<file path="src/rtl/rgba_gray_box_downsample_macros.svh">
// Assertion macros shared by the gray box downsampler modules.
`ifndef RGBA_GRAY_BOX_DOWNSAMPLE_MACROS_SVH
`define RGBA_GRAY_BOX_DOWNSAMPLE_MACROS_SVH

// Plain property sampled on the block clock, off during reset.
`define RGDS_ASSERT(lbl, prop, msg) \
  lbl: assert property (@(posedge clk_i) disable iff (!rst_ni) (prop)) \
    else $error(msg);

// Same-cycle implication.
`define RGDS_ASSERT_IMP(lbl, ante, cons, msg) \
  lbl: assert property (@(posedge clk_i) disable iff (!rst_ni) (ante) |-> (cons)) \
    else $error(msg);

// Next-cycle implication.
`define RGDS_ASSERT_NEXT(lbl, ante, cons, msg) \
  lbl: assert property (@(posedge clk_i) disable iff (!rst_ni) (ante) |=> (cons)) \
    else $error(msg);

`endif

</file>
<file path="src/rtl/rgds_pkg.sv">
// Shared types, register codes and constants of the gray box downsampler.
package rgds_pkg;

  // Configuration port
  localparam int CFG_IDX_W  = 2;
  localparam int CFG_DATA_W = 13;

  localparam logic [CFG_IDX_W-1:0] REG_SRC_WIDTH    = 2'd0;
  localparam logic [CFG_IDX_W-1:0] REG_SRC_HEIGHT   = 2'd1;
  localparam logic [CFG_IDX_W-1:0] REG_DOWN_FACTOR  = 2'd2;
  localparam logic [CFG_IDX_W-1:0] REG_PIXEL_FORMAT = 2'd3;

  // Row count limit and factor register width (factor up to 16)
  localparam int HEIGHT_W     = 13;
  localparam int HEIGHT_LIMIT = 4096;
  localparam int FACTOR_W     = 5;

  // Luma weights
  localparam logic [15:0] LUMA_R = 16'd77;
  localparam logic [15:0] LUMA_G = 16'd150;
  localparam logic [15:0] LUMA_B = 16'd29;

  // Box average by reciprocal: q = (sum * ceil(2^24 / f^2)) >> 24, exact for sums < 2^16
  localparam int RECIP_W     = 25;
  localparam int RECIP_SHIFT = 24;

  typedef struct packed {
    logic [7:0] chan_red;
    logic [7:0] chan_green;
    logic [7:0] chan_blue;
  } pix_t;

  typedef struct packed {
    logic [7:0] out_gray;
    logic       row_end;
    logic       frame_end;
  } res_t;

  // Per-beat command from the controller to the datapath
  typedef struct packed {
    logic                load;
    logic                pass;
    logic                rgba;
    logic                active;
    logic                col_first;
    logic                col_last;
    logic                row_first;
    logic                emit;
    logic                row_end;
    logic                frame_end;
    logic [FACTOR_W-1:0] factor;
  } cmd_t;

  // Datapath status back to the controller
  typedef struct packed {
    logic advance;
  } stat_t;

  // Reciprocal of the box area, one entry per factor
  function automatic logic [RECIP_W-1:0] recip_of(input logic [FACTOR_W-1:0] f);
    logic [RECIP_W-1:0] r;
    case (f)
      5'd2:    r = 25'd4194304;
      5'd3:    r = 25'd1864136;
      5'd4:    r = 25'd1048576;
      5'd5:    r = 25'd671089;
      5'd6:    r = 25'd466034;
      5'd7:    r = 25'd342393;
      5'd8:    r = 25'd262144;
      5'd9:    r = 25'd207127;
      5'd10:   r = 25'd167773;
      5'd11:   r = 25'd138655;
      5'd12:   r = 25'd116509;
      5'd13:   r = 25'd99274;
      5'd14:   r = 25'd85599;
      5'd15:   r = 25'd74566;
      5'd16:   r = 25'd65536;
      default: r = 25'd16777216;
    endcase
    return r;
  endfunction

endpackage

</file>
<file path="src/rtl/rgds_ctrl.sv">
// Controller: configuration registers, raster position counters and row-region FSM.
`include "rgba_gray_box_downsample_macros.svh"

module rgds_ctrl #(
  parameter int MAX_WIDTH  = 4096,
  parameter int MAX_FACTOR = 8
) (
  input  logic                              clk_i,
  input  logic                              rst_ni,
  input  logic                              cfg_we_i,
  input  logic [rgds_pkg::CFG_IDX_W-1:0]    cfg_index_i,
  input  logic [rgds_pkg::CFG_DATA_W-1:0]   cfg_data_i,
  input  logic                              in_valid_i,
  output logic                              in_stall_o,
  input  rgds_pkg::stat_t                   stat_i,
  output rgds_pkg::cmd_t                    cmd_o,
  output logic [$clog2(MAX_WIDTH/2)-1:0]    cmd_addr_o
);

  localparam int W_W    = $clog2(MAX_WIDTH + 1);
  localparam int CB_W   = W_W + 1;
  localparam int RB_W   = rgds_pkg::HEIGHT_W + 1;
  localparam int PH_W   = $clog2(MAX_FACTOR);
  localparam int ADDR_W = $clog2(MAX_WIDTH / 2);
  localparam int FW     = rgds_pkg::FACTOR_W;
  localparam int HW     = rgds_pkg::HEIGHT_W;

  // State codes
  localparam logic [1:0] ST_START    = 2'd0;
  localparam logic [1:0] ST_PASS     = 2'd1;
  localparam logic [1:0] ST_ROW_BOX  = 2'd2;
  localparam logic [1:0] ST_ROW_DROP = 2'd3;

  logic [1:0]        state_q, state_d;
  logic [W_W-1:0]    width_q, width_d;
  logic [HW-1:0]     height_q, height_d;
  logic [FW-1:0]     factor_q, factor_d;
  logic              rgba_q, rgba_d;
  logic [W_W-1:0]    src_col_q, src_col_d;
  logic [HW-1:0]     src_row_q, src_row_d;
  logic [PH_W-1:0]   cph_q, cph_d;
  logic [PH_W-1:0]   rph_q, rph_d;
  logic [ADDR_W-1:0] out_col_q, out_col_d;
  logic [CB_W-1:0]   col_base_q, col_base_d;
  logic [RB_W-1:0]   row_base_q, row_base_d;

  logic            accept;
  logic            last_col, last_row;
  logic [FW-1:0]   fm1;
  logic            cph_last, rph_last;
  logic            col_fit, active;
  logic            row_end_box, row_last_box;
  logic [RB_W-1:0] rb_next;
  logic            next_row_fits;
  logic [1:0]      start_state;

  // Handshake
  assign in_stall_o = !stat_i.advance || (state_q == ST_START);
  assign accept     = in_valid_i && !in_stall_o;

  // Position decode
  assign last_col      = src_col_q == (width_q - W_W'(1));
  assign last_row      = src_row_q == (height_q - HW'(1));
  assign fm1           = factor_q - FW'(1);
  assign cph_last      = FW'(cph_q) == fm1;
  assign rph_last      = FW'(rph_q) == fm1;
  assign col_fit       = (col_base_q + CB_W'(factor_q)) <= CB_W'(width_q);
  assign active        = (state_q == ST_ROW_BOX) && col_fit;
  assign row_end_box   = (col_base_q + CB_W'({factor_q, 1'b0})) > CB_W'(width_q);
  assign row_last_box  = (row_base_q + RB_W'({factor_q, 1'b0})) > RB_W'(height_q);
  assign rb_next       = row_base_q + RB_W'(factor_q);
  assign next_row_fits = (rb_next + RB_W'(factor_q)) <= RB_W'(height_q);
  assign start_state   = (factor_q == FW'(1)) ? ST_PASS :
                         ((RB_W'(factor_q) <= RB_W'(height_q)) ? ST_ROW_BOX : ST_ROW_DROP);

  // Next-state and counter logic
  always_comb begin
    state_d    = state_q;
    width_d    = width_q;
    height_d   = height_q;
    factor_d   = factor_q;
    rgba_d     = rgba_q;
    src_col_d  = src_col_q;
    src_row_d  = src_row_q;
    cph_d      = cph_q;
    rph_d      = rph_q;
    out_col_d  = out_col_q;
    col_base_d = col_base_q;
    row_base_d = row_base_q;

    if (cfg_we_i) begin
      // Any write restarts the frame
      case (cfg_index_i)
        rgds_pkg::REG_SRC_WIDTH: begin
          if (cfg_data_i == '0) begin
            width_d = W_W'(1);
          end else if (32'(cfg_data_i) > 32'(MAX_WIDTH)) begin
            width_d = W_W'(MAX_WIDTH);
          end else begin
            width_d = W_W'(cfg_data_i);
          end
        end
        rgds_pkg::REG_SRC_HEIGHT: begin
          if (cfg_data_i == '0) begin
            height_d = HW'(1);
          end else if (32'(cfg_data_i) > 32'(rgds_pkg::HEIGHT_LIMIT)) begin
            height_d = HW'(rgds_pkg::HEIGHT_LIMIT);
          end else begin
            height_d = cfg_data_i;
          end
        end
        rgds_pkg::REG_DOWN_FACTOR: begin
          if (cfg_data_i[3:0] <= 4'd1) begin
            factor_d = FW'(1);
          end else if (32'(cfg_data_i[3:0]) > 32'(MAX_FACTOR)) begin
            factor_d = FW'(MAX_FACTOR);
          end else begin
            factor_d = FW'(cfg_data_i[3:0]);
          end
        end
        rgds_pkg::REG_PIXEL_FORMAT: begin
          rgba_d = cfg_data_i[0];
        end
        default: begin
        end
      endcase
      state_d    = ST_START;
      src_col_d  = '0;
      src_row_d  = '0;
      cph_d      = '0;
      rph_d      = '0;
      out_col_d  = '0;
      col_base_d = '0;
      row_base_d = '0;
    end else if (state_q == ST_START) begin
      state_d = start_state;
    end else if (accept) begin
      if (!last_col) begin
        src_col_d = src_col_q + W_W'(1);
        if (active) begin
          if (cph_last) begin
            cph_d      = '0;
            out_col_d  = out_col_q + ADDR_W'(1);
            col_base_d = col_base_q + CB_W'(factor_q);
          end else begin
            cph_d = cph_q + PH_W'(1);
          end
        end
      end else begin
        src_col_d  = '0;
        cph_d      = '0;
        out_col_d  = '0;
        col_base_d = '0;
        if (last_row) begin
          // Frame wrap
          src_row_d  = '0;
          rph_d      = '0;
          row_base_d = '0;
          state_d    = start_state;
        end else begin
          src_row_d = src_row_q + HW'(1);
          if (rph_last) begin
            rph_d      = '0;
            row_base_d = rb_next;
            if (state_q != ST_PASS) begin
              state_d = next_row_fits ? ST_ROW_BOX : ST_ROW_DROP;
            end
          end else begin
            rph_d = rph_q + PH_W'(1);
          end
        end
      end
    end
  end

  // State registers
  always_ff @(posedge clk_i or negedge rst_ni) begin
    if (!rst_ni) begin
      state_q    <= ST_START;
      width_q    <= W_W'(1);
      height_q   <= HW'(1);
      factor_q   <= FW'(1);
      rgba_q     <= 1'b0;
      src_col_q  <= '0;
      src_row_q  <= '0;
      cph_q      <= '0;
      rph_q      <= '0;
      out_col_q  <= '0;
      col_base_q <= '0;
      row_base_q <= '0;
    end else begin
      state_q    <= state_d;
      width_q    <= width_d;
      height_q   <= height_d;
      factor_q   <= factor_d;
      rgba_q     <= rgba_d;
      src_col_q  <= src_col_d;
      src_row_q  <= src_row_d;
      cph_q      <= cph_d;
      rph_q      <= rph_d;
      out_col_q  <= out_col_d;
      col_base_q <= col_base_d;
      row_base_q <= row_base_d;
    end
  end

  // Command to the datapath for the beat taken this cycle
  always_comb begin
    cmd_o.load      = accept;
    cmd_o.pass      = state_q == ST_PASS;
    cmd_o.rgba      = rgba_q;
    cmd_o.active    = active;
    cmd_o.col_first = cph_q == '0;
    cmd_o.col_last  = cph_last;
    cmd_o.row_first = rph_q == '0;
    cmd_o.factor    = factor_q;
    if (state_q == ST_PASS) begin
      cmd_o.emit      = 1'b1;
      cmd_o.row_end   = last_col;
      cmd_o.frame_end = last_col && last_row;
    end else begin
      cmd_o.emit      = active && cph_last && rph_last;
      cmd_o.row_end   = row_end_box;
      cmd_o.frame_end = row_end_box && rph_last && row_last_box;
    end
  end
  assign cmd_addr_o = out_col_q;

  `RGDS_ASSERT(a_cph_below_factor, FW'(cph_q) < factor_q, "box column phase out of range")
  `RGDS_ASSERT_IMP(a_frame_end_on_row_end, cmd_o.load && cmd_o.emit && cmd_o.frame_end, cmd_o.row_end, "frame end without row end")
  `RGDS_ASSERT_NEXT(a_frame_wrap, accept && last_col && last_row, src_col_q == '0 && src_row_q == '0, "counters did not wrap at frame end")

endmodule

</file>
<file path="config.mk">
export PLATFORM = sky130hd
export DESIGN_NAME = rgds_ctrl
export DESIGN_NICKNAME = d
export VERILOG_FILES = /design/src/rtl/rgds_pkg.sv /design/src/rtl/rgds_ctrl.sv
export VERILOG_INCLUDE_DIRS = /design/src /design/src/rtl
export SDC_FILE = /design/constraint.sdc
export NUM_CORES = 1
export LEC_CHECK = 0
export CAP_MARGIN = 15
export CORE_MARGIN = 2
export CORE_UTILIZATION = 30
export DETAILED_ROUTE_END_ITERATION = 7
export DONT_BUFFER_PORTS = 1
export GPL_ROUTABILITY_DRIVEN = 0
export PLACE_DENSITY = 0.48
export SLEW_MARGIN = 25
export SYNTH_ARGS = -nofsm -noshare
export SYNTH_HDL_FRONTEND = slang
export SYNTH_SLANG_ARGS = --single-unit
</file>
<file path="constraint.sdc">
create_clock -name clk_i -period 4.9 [get_ports clk_i]
set_input_delay 0.49 -clock clk_i [delete_from_list [all_inputs] [get_ports clk_i]]
set_output_delay 0.49 -clock clk_i [all_outputs]
set_load 0.05 [all_outputs]
</file>
==> results.tsv, run 1 <==
metric	value	unit
outcome	finished clean	
ys_top_cells_by_count	dfrtp_1, nand2_1, ha_1	
nNetsFinal	1106	
postCtsSetupRepairBufs	0	
worstMarginPinSlew	1.10	ns
irDropWorstVdd	0.179	mV
rrSetupSlack	0.34	ns
synth_area_leaders	dfrtp_1, ha_1, xnor2_1, xor2_1, o21ai_0	
dieArea	29800	um2
grt_max_degree	105	
drc	0	
fin_tns_setup	0	ns
yosys.area.top_type	dfrtp_1	
switching_share	0.380	
cts_max_level	3	
clock_sinks	104	
hpwlAfterDp	18900	um
max_slew_margin	0.268	
row_count	61	
place_area	9000	um2
wl_per_cell	17.8	um
dr.first_iter.drc_count	504	
clockPowerShare	0.300	
ant_nets	0	
n_fill_cell	2965	
avgSynthCellArea	8.54	um2
cp.required	4.41	ns
drv_slew	0	
p_leak	4.31	nW
fin_crit	4.68	ns
grt_pass1_vias	6889	
grtUsageTotal	0.167	
multiInputGateArea	5580	um2
max_freq	0.214	GHz
reg2reg_depth	21	
io_buffers	0	
worst_r2r_endpoint	state_q[0]	
cts_made_buffers	9	
yosysTopAreaCellShare	0.296	
diodes	0	
ios	47	
critPathCaptureType	primary output	
overflow	0	
dieWidth	173	um
synth.cell_area	8540	um2
seq_area_frac_synth	0.305	
core-area	27900	um2
clock_latency	0.37	ns
crit_chain	buf_12 > ha_1 > a21o_1 > a211oi_1 > or2_2 > nor2_1 > xor2_1 > ha_1 > a21o_1 > a21oi_1 > o2111ai_1 > a211oi_2 > buf_6 > nand3_1 > nand2_1 > buf_12	
dr.pass1.iters	5	
vias_per_cell	5.17	
p_int	1.65	mW
hold_viol_final	0	
ys_warn_count	0	
syn-num-nets	1112	
min_path_type	in -> async	
path_max_fanout	12	
start_util	0.306	
finalCritPeriodShare	0.956	
cap_violations	0	
root_buffer	clkbuf_16	
synth_seq_cells	104	
synth-edff-count	0	
slowest_stage	dfstp_2	
fin_skew	0.0111	ns
synth-main-ff-cell	dfrtp_1	
synthArstFlopShare	1.00	
cpPeakStageDelay	0.56	ns
antenna_found_initial	0	
vias	7120	
post-route-util	0.337	
final_layout_size_suffix_gt1_frac	0.0731	
synth.distinct_cells	71	
p_per_area	283	nW/um2
path_class	reg -> out	
seqPwrFrac	0.383	
timing.hold.ws	0.00232	ns
path_clk_slew	0.08	ns
regArea	2610	um2
area_delta_synth_final	10.2	%
critPathLaunchType	flop	
comb_power_share	0.316	
tritoncts	built	
wl	24400	um
final_cell_area	9410	um2
synth.most_common_cell	dfrtp_1	
grt_pass1_wl	39600	um
setup_viol	0	
synthCells	1000	
r2r_start	factor_q[0]	
arrival	4.19	ns
net-switching-power	1.01	mW
die_y	173	um
cts_buffer_depth	2	
## flip-flops by register name, summed over array words and instances (netlist names)
register / cells
width_q: 13
row_base_q: 14
state_q: 2
src_row_q: 13
src_col_q: 13
rgba_q: 1
factor_q: 4
cph_q: 3
rph_q: 3
height_q: 13
cmd_addr_o: 11
col_base_q: 14
## cell type report
type / count / share of cell area
Multi-Input combinational cell: 798 / 0.593
Sequential cell: 104 / 0.277
Tap cell: 378 / 0.0503
Clock buffer: 9 / 0.0239
Inverter: 60 / 0.0239
Timing Repair Buffer: 21 / 0.0223
Clock inverter: 7 / 0.00944
## logic make-up (layout without fill, tap and decap cells)
family / after synthesis / in the layout / synth area share
and+or+nand+nor: 366 / 366 / 0.215
AOI/OAI and AO/OA: 216 / 216 / 0.166
xor gates and xnor gates: 117 / 117 / 0.120
DFF: 104 / 104 / 0.305
buffers and inverters: 98 / 97 / 0.0466
adders and majority gates: 93 / 93 / 0.140
muxes: 5 / 5 / 0.00659
other: 1 / 1 / 0.000439
## layout by cell type (no fill, tap or decap), types with 9 or more instances in the layout
cell type | synthesis | routed
dfrtp_1 | 101 | 101
a22o_1 | 15 | 15
nor2_1 | 79 | 78
ha_1 | 87 | 87
nand2_1 | 95 | 95
a21oi_1 | 42 | 39
buf_4 | 5 | 16
clkbuf_16 | 0 | 9
and3_1 | 20 | 19
inv_1 | 60 | 60
xor2_1 | 55 | 55
xnor2_1 | 62 | 61
a21o_1 | 22 | 22
nand4_1 | 16 | 16
or3_1 | 12 | 12
nor3_1 | 27 | 27
nand3_1 | 37 | 37
nor2b_1 | 12 | 12
o21ai_0 | 75 | 71
nand2b_1 | 30 | 29
## routing by layer
layer  vias to the layer above  track usage  part of all wire
met1                      3436        0.255              0.52
met3                        20       0.0367             0.057
met4                         0       0.0427             0.016
met2                       152        0.235              0.41
met5                         -            0                 0
li1                       3512            -                 -
## how the worst max path moves through the flow
stage,startpoint,to,slack [ns],cells after the start
3_5_place_dp,factor_q[0],cmd_o[5],0.24,19
4_1_cts,factor_q[0],cmd_o[5],0.007,19
3_3_place_gp,factor_q[0],cmd_o[5],0.35,19
2_1_floorplan,factor_q[1],state_q[0],0.1,20
5_1_grt,factor_q[0],cmd_o[5],-0.008,19
6_report,factor_q[0],cmd_o[7],0.22,16
## critical path, delay by kind of cell, from the launching register on
family                     cells  cell delay (ns)
AOI/OAI and AO/OA              6             1.18
and+or+nand+nor                4             0.76
buffers and inverters          3             0.57
DFF                            1             0.56
adders and majority gates      2             0.50
xor gates and xnor gates       1             0.24
## power by group through the flow
stage	Combinational (mW)	Sequential [mW]	Clock, mW
finish	0.843	1.02	0.800
global route	0.953	1.03	0.857
CTS	0.836	1.02	0.827
detailed placement	0.809	1.04	0
global placement	0.800	1.04	0
floorplan	0.628	1.01	0
## stage by stage
step / setup slack, ns / instances / total power, mW
5_1_grt: -0.00751 / 1377 / 2.84
3_3_place_gp: 0.354 / 1360 / 1.84
4_1_cts: 0.00683 / 1377 / 2.68
2_1_floorplan: 0.0987 / 1000 / 1.64
3_5_place_dp: 0.243 / 1360 / 1.84
6_report: 0.217 / 1377 / 2.66
## timing repair
item	CTS	global route
pin swaps	0	3
gates resized for setup	3	17
hold buffers	1	0
hold endpoints to repair	104	0
endpoints found under the setup margin	1	4
Power figures use the tool's default switching activity.
==> run 2: changes to the inputs <==
--- a/config.mk
+++ b/config.mk
@@ -8,11 +8,11 @@
 export LEC_CHECK = 0
 export CAP_MARGIN = 15
 export CORE_MARGIN = 2
-export CORE_UTILIZATION = 30
+export CORE_UTILIZATION = 59
 export DETAILED_ROUTE_END_ITERATION = 7
 export DONT_BUFFER_PORTS = 1
 export GPL_ROUTABILITY_DRIVEN = 0
-export PLACE_DENSITY = 0.48
+export PLACE_DENSITY = 0.79
 export SLEW_MARGIN = 25
 export SYNTH_ARGS = -nofsm -noshare
 export SYNTH_HDL_FRONTEND = slang
==> constraint.sdc (replaced) <==
create_clock -name clk_i -period 4.9 [get_ports clk_i]
set_input_delay 0.245 -clock clk_i [delete_from_list [all_inputs] [get_ports clk_i]]
set_output_delay 0.245 -clock clk_i [all_outputs]
set_load 0.05 [all_outputs]
==> results.tsv, run 2 (synthesis results as in run 1) <==
metric	value	unit	change
cap_violations	0		unchanged
fin_tns_setup	0	ns	unchanged
path_max_fanout	12		unchanged
path_clk_slew	0.09	ns	was 0.08 ns
worstSetupStartpoint	factor_q[0]		unchanged
area_delta_synth_final	6.52	%	was 10.2%
hold_start	cfg_data_i[0]		
total_power	2.62	mW	was 2.66 mW
arrival	4.42	ns	was 4.19 ns
fin_crit	4.66	ns	was 4.68 ns
p_leak	4.27	nW	was 4.31 nW
dr.first_iter.drc_count	582		was 504
setup_slack	0.238	ns	was 0.217 ns
irDropWorstVdd	0.275	mV	was 0.179 mV
root_buffer	clkbuf_16		unchanged
diodes	0		unchanged
final_common_cell	dfrtp_1		unchanged
vias_per_cell	6.17		was 5.17
critPathLaunchType	flop		unchanged
comb_power_share	0.314		was 0.316
rsz0062_at_grt	false		
core-area	14000	um2	was 27900 um2
worstMarginPinSlew	0.946	ns	was 1.10 ns
reg_top3	col_base_q: 14 flops, row_base_q: 14 flops		unchanged
path_class	reg -> out		unchanged
grtUsageTotal	0.279		was 0.167
max_slew_margin	0.368		was 0.268
drc	0		unchanged
nNetsFinal	1102		was 1106
tritoncts	built		unchanged
ios	47		unchanged
final_cell_mix	dfrtp_1, nand2_1, ha_1		unchanged
seqPwrFrac	0.389		was 0.383
min_path_type	in -> reg		was in -> async
drv_slew	0		unchanged
start_util	0.610		was 0.306
dieWidth	124	um	was 173 um
clock_latency	0.37	ns	about the same
p_per_area	288	nW/um2	was 283 nW/um2
postCtsSetupRepairBufs	0		unchanged
hold_viol_final	0		unchanged
n_fill_cell	1168		was 2965
wl_per_cell	17.9	um	was 17.8 um
io_buffers	0		unchanged
max_freq	0.215	GHz	was 0.214 GHz
dp.cells	1154		was 1360
grt_max_degree	105		unchanged
row_count	43		was 61
clock_sinks	104		unchanged
cts_max_level	3		unchanged
fin_skew	0.00977	ns	was 0.0111 ns
fin_cells	1175		was 1377
critPathCaptureType	primary output		unchanged
outcome	finished clean		unchanged
net-switching-power	1.01	mW	about the same
finalCritPeriodShare	0.951		was 0.956
setup_viol	0		unchanged
switching_share	0.385		was 0.380
dr.pass1.iters	7		was 5
antenna_found_initial	0		unchanged
cp.required	4.66	ns	was 4.41 ns
vias	7252		was 7120
dieArea	15400	um2	was 29800 um2
die_y	124	um	was 173 um
ant_nets	0		unchanged
p_int	1.61	mW	was 1.65 mW
clockPowerShare	0.297		was 0.300
wl	21000	um	was 24400 um
grt_pass1_vias	6991		was 6889
r2r_start	factor_q[0]		unchanged
overflow	0		unchanged
cts_buffer_depth	2		unchanged
cts_made_buffers	9		unchanged
hpwlAfterDp	15800	um	was 18900 um
grt_pass1_wl	35100	um	was 39600 um
preCtsSetupSlack	0.299	ns	was 0.243 ns
final_layout_size_suffix_gt1_frac	0.0563		was 0.0731
## run 2: cell types whose count changed in the layout (fill, tap and decap cells not counted), sizes merged
cell and change:
bufinv -1, inv +1, buf -8, dlygate4sd3 +4
## run 2: path summary, 6_finish.rpt
kind,end,slack [ns],cells past startpoint
hold / removal,rgba_q,0.02,1
setup reg to reg,state_q[0],0.32,21
min in group asynchronous,src_col_q[10],0.46,2
max in group asynchronous,cmd_addr_o[10],4.02,2
setup / recovery,cmd_o[7],0.24,17
hold reg to reg,width_q[11],0.54,2
## run 2: power groups by stage
stage          combinational, mW  sequential (mW)  clock (mW)
6_report                   0.823             1.02       0.776
5_1_grt                    0.920             1.03       0.825
4_1_cts                    0.815             1.01       0.790
3_5_place_dp               0.784             1.03           0
3_3_place_gp               0.759             1.03           0
2_1_floorplan              0.628             1.01           0
## run 2: critical path: stages (launching register included)
cell       delay (ns)
dfstp_2          0.37
buf_4            0.23
ha_1             0.28
fa_1             0.42
a21o_1           0.18
a21oi_1          0.19
nand2b_1         0.21
nor2_1           0.08
xor2_1           0.22
ha_1             0.29
nor2b_1          0.13
o21ai_0          0.19
o2111ai_1        0.17
a211oi_2         0.37
buf_6            0.24
nand3_1          0.16
nand2_1          0.18
buf_12           0.15
## run 2: repair_timing
action	CTS	global route
hold endpoints to repair	112	0
endpoints found under the setup margin	0	3
gates resized for setup	0	5
hold buffers	5	0
## run 2: through the flow
stage | utilization | instance area [um2] | hold WS, ns
finish | 0.650 | 9090 | 0.0162
global route | 0.650 | 9090 | 0.00513
CTS | 0.649 | 9080 | 0.0101
detailed placement | 0.621 | 8690 | -0.0475
global placement | 0.621 | 8690 | -0.0468
floorplan | - | 8540 | -0.0506
## run 2: layer usage
| metal | vias to the layer above | GRT usage | share of wire | routed length [um] |
|---|---|---|---|---|
| met5 | - | 0 | 0 | 0 |
| met4 | 0 | 0.0991 | 0.022 | 455 |
| met3 | 37 | 0.0511 | 0.072 | 1510 |
| met2 | 244 | 0.420 | 0.44 | 9270 |
| met1 | 3475 | 0.405 | 0.47 | 9790 |
| li1 | 3496 | - | - | - |
## run 2: area by class of cell
cell class | instances | area [um2] | share of cell area
Tap cell | 180 | 225 | 0.0248
Timing Repair Buffer | 17 | 178 | 0.0195
Sequential cell | 104 | 2610 | 0.287
Multi-Input combinational cell | 798 | 5540 | 0.609
Clock inverter | 7 | 96.3 | 0.0106
Clock buffer | 9 | 225 | 0.0248
Inverter | 60 | 225 | 0.0248
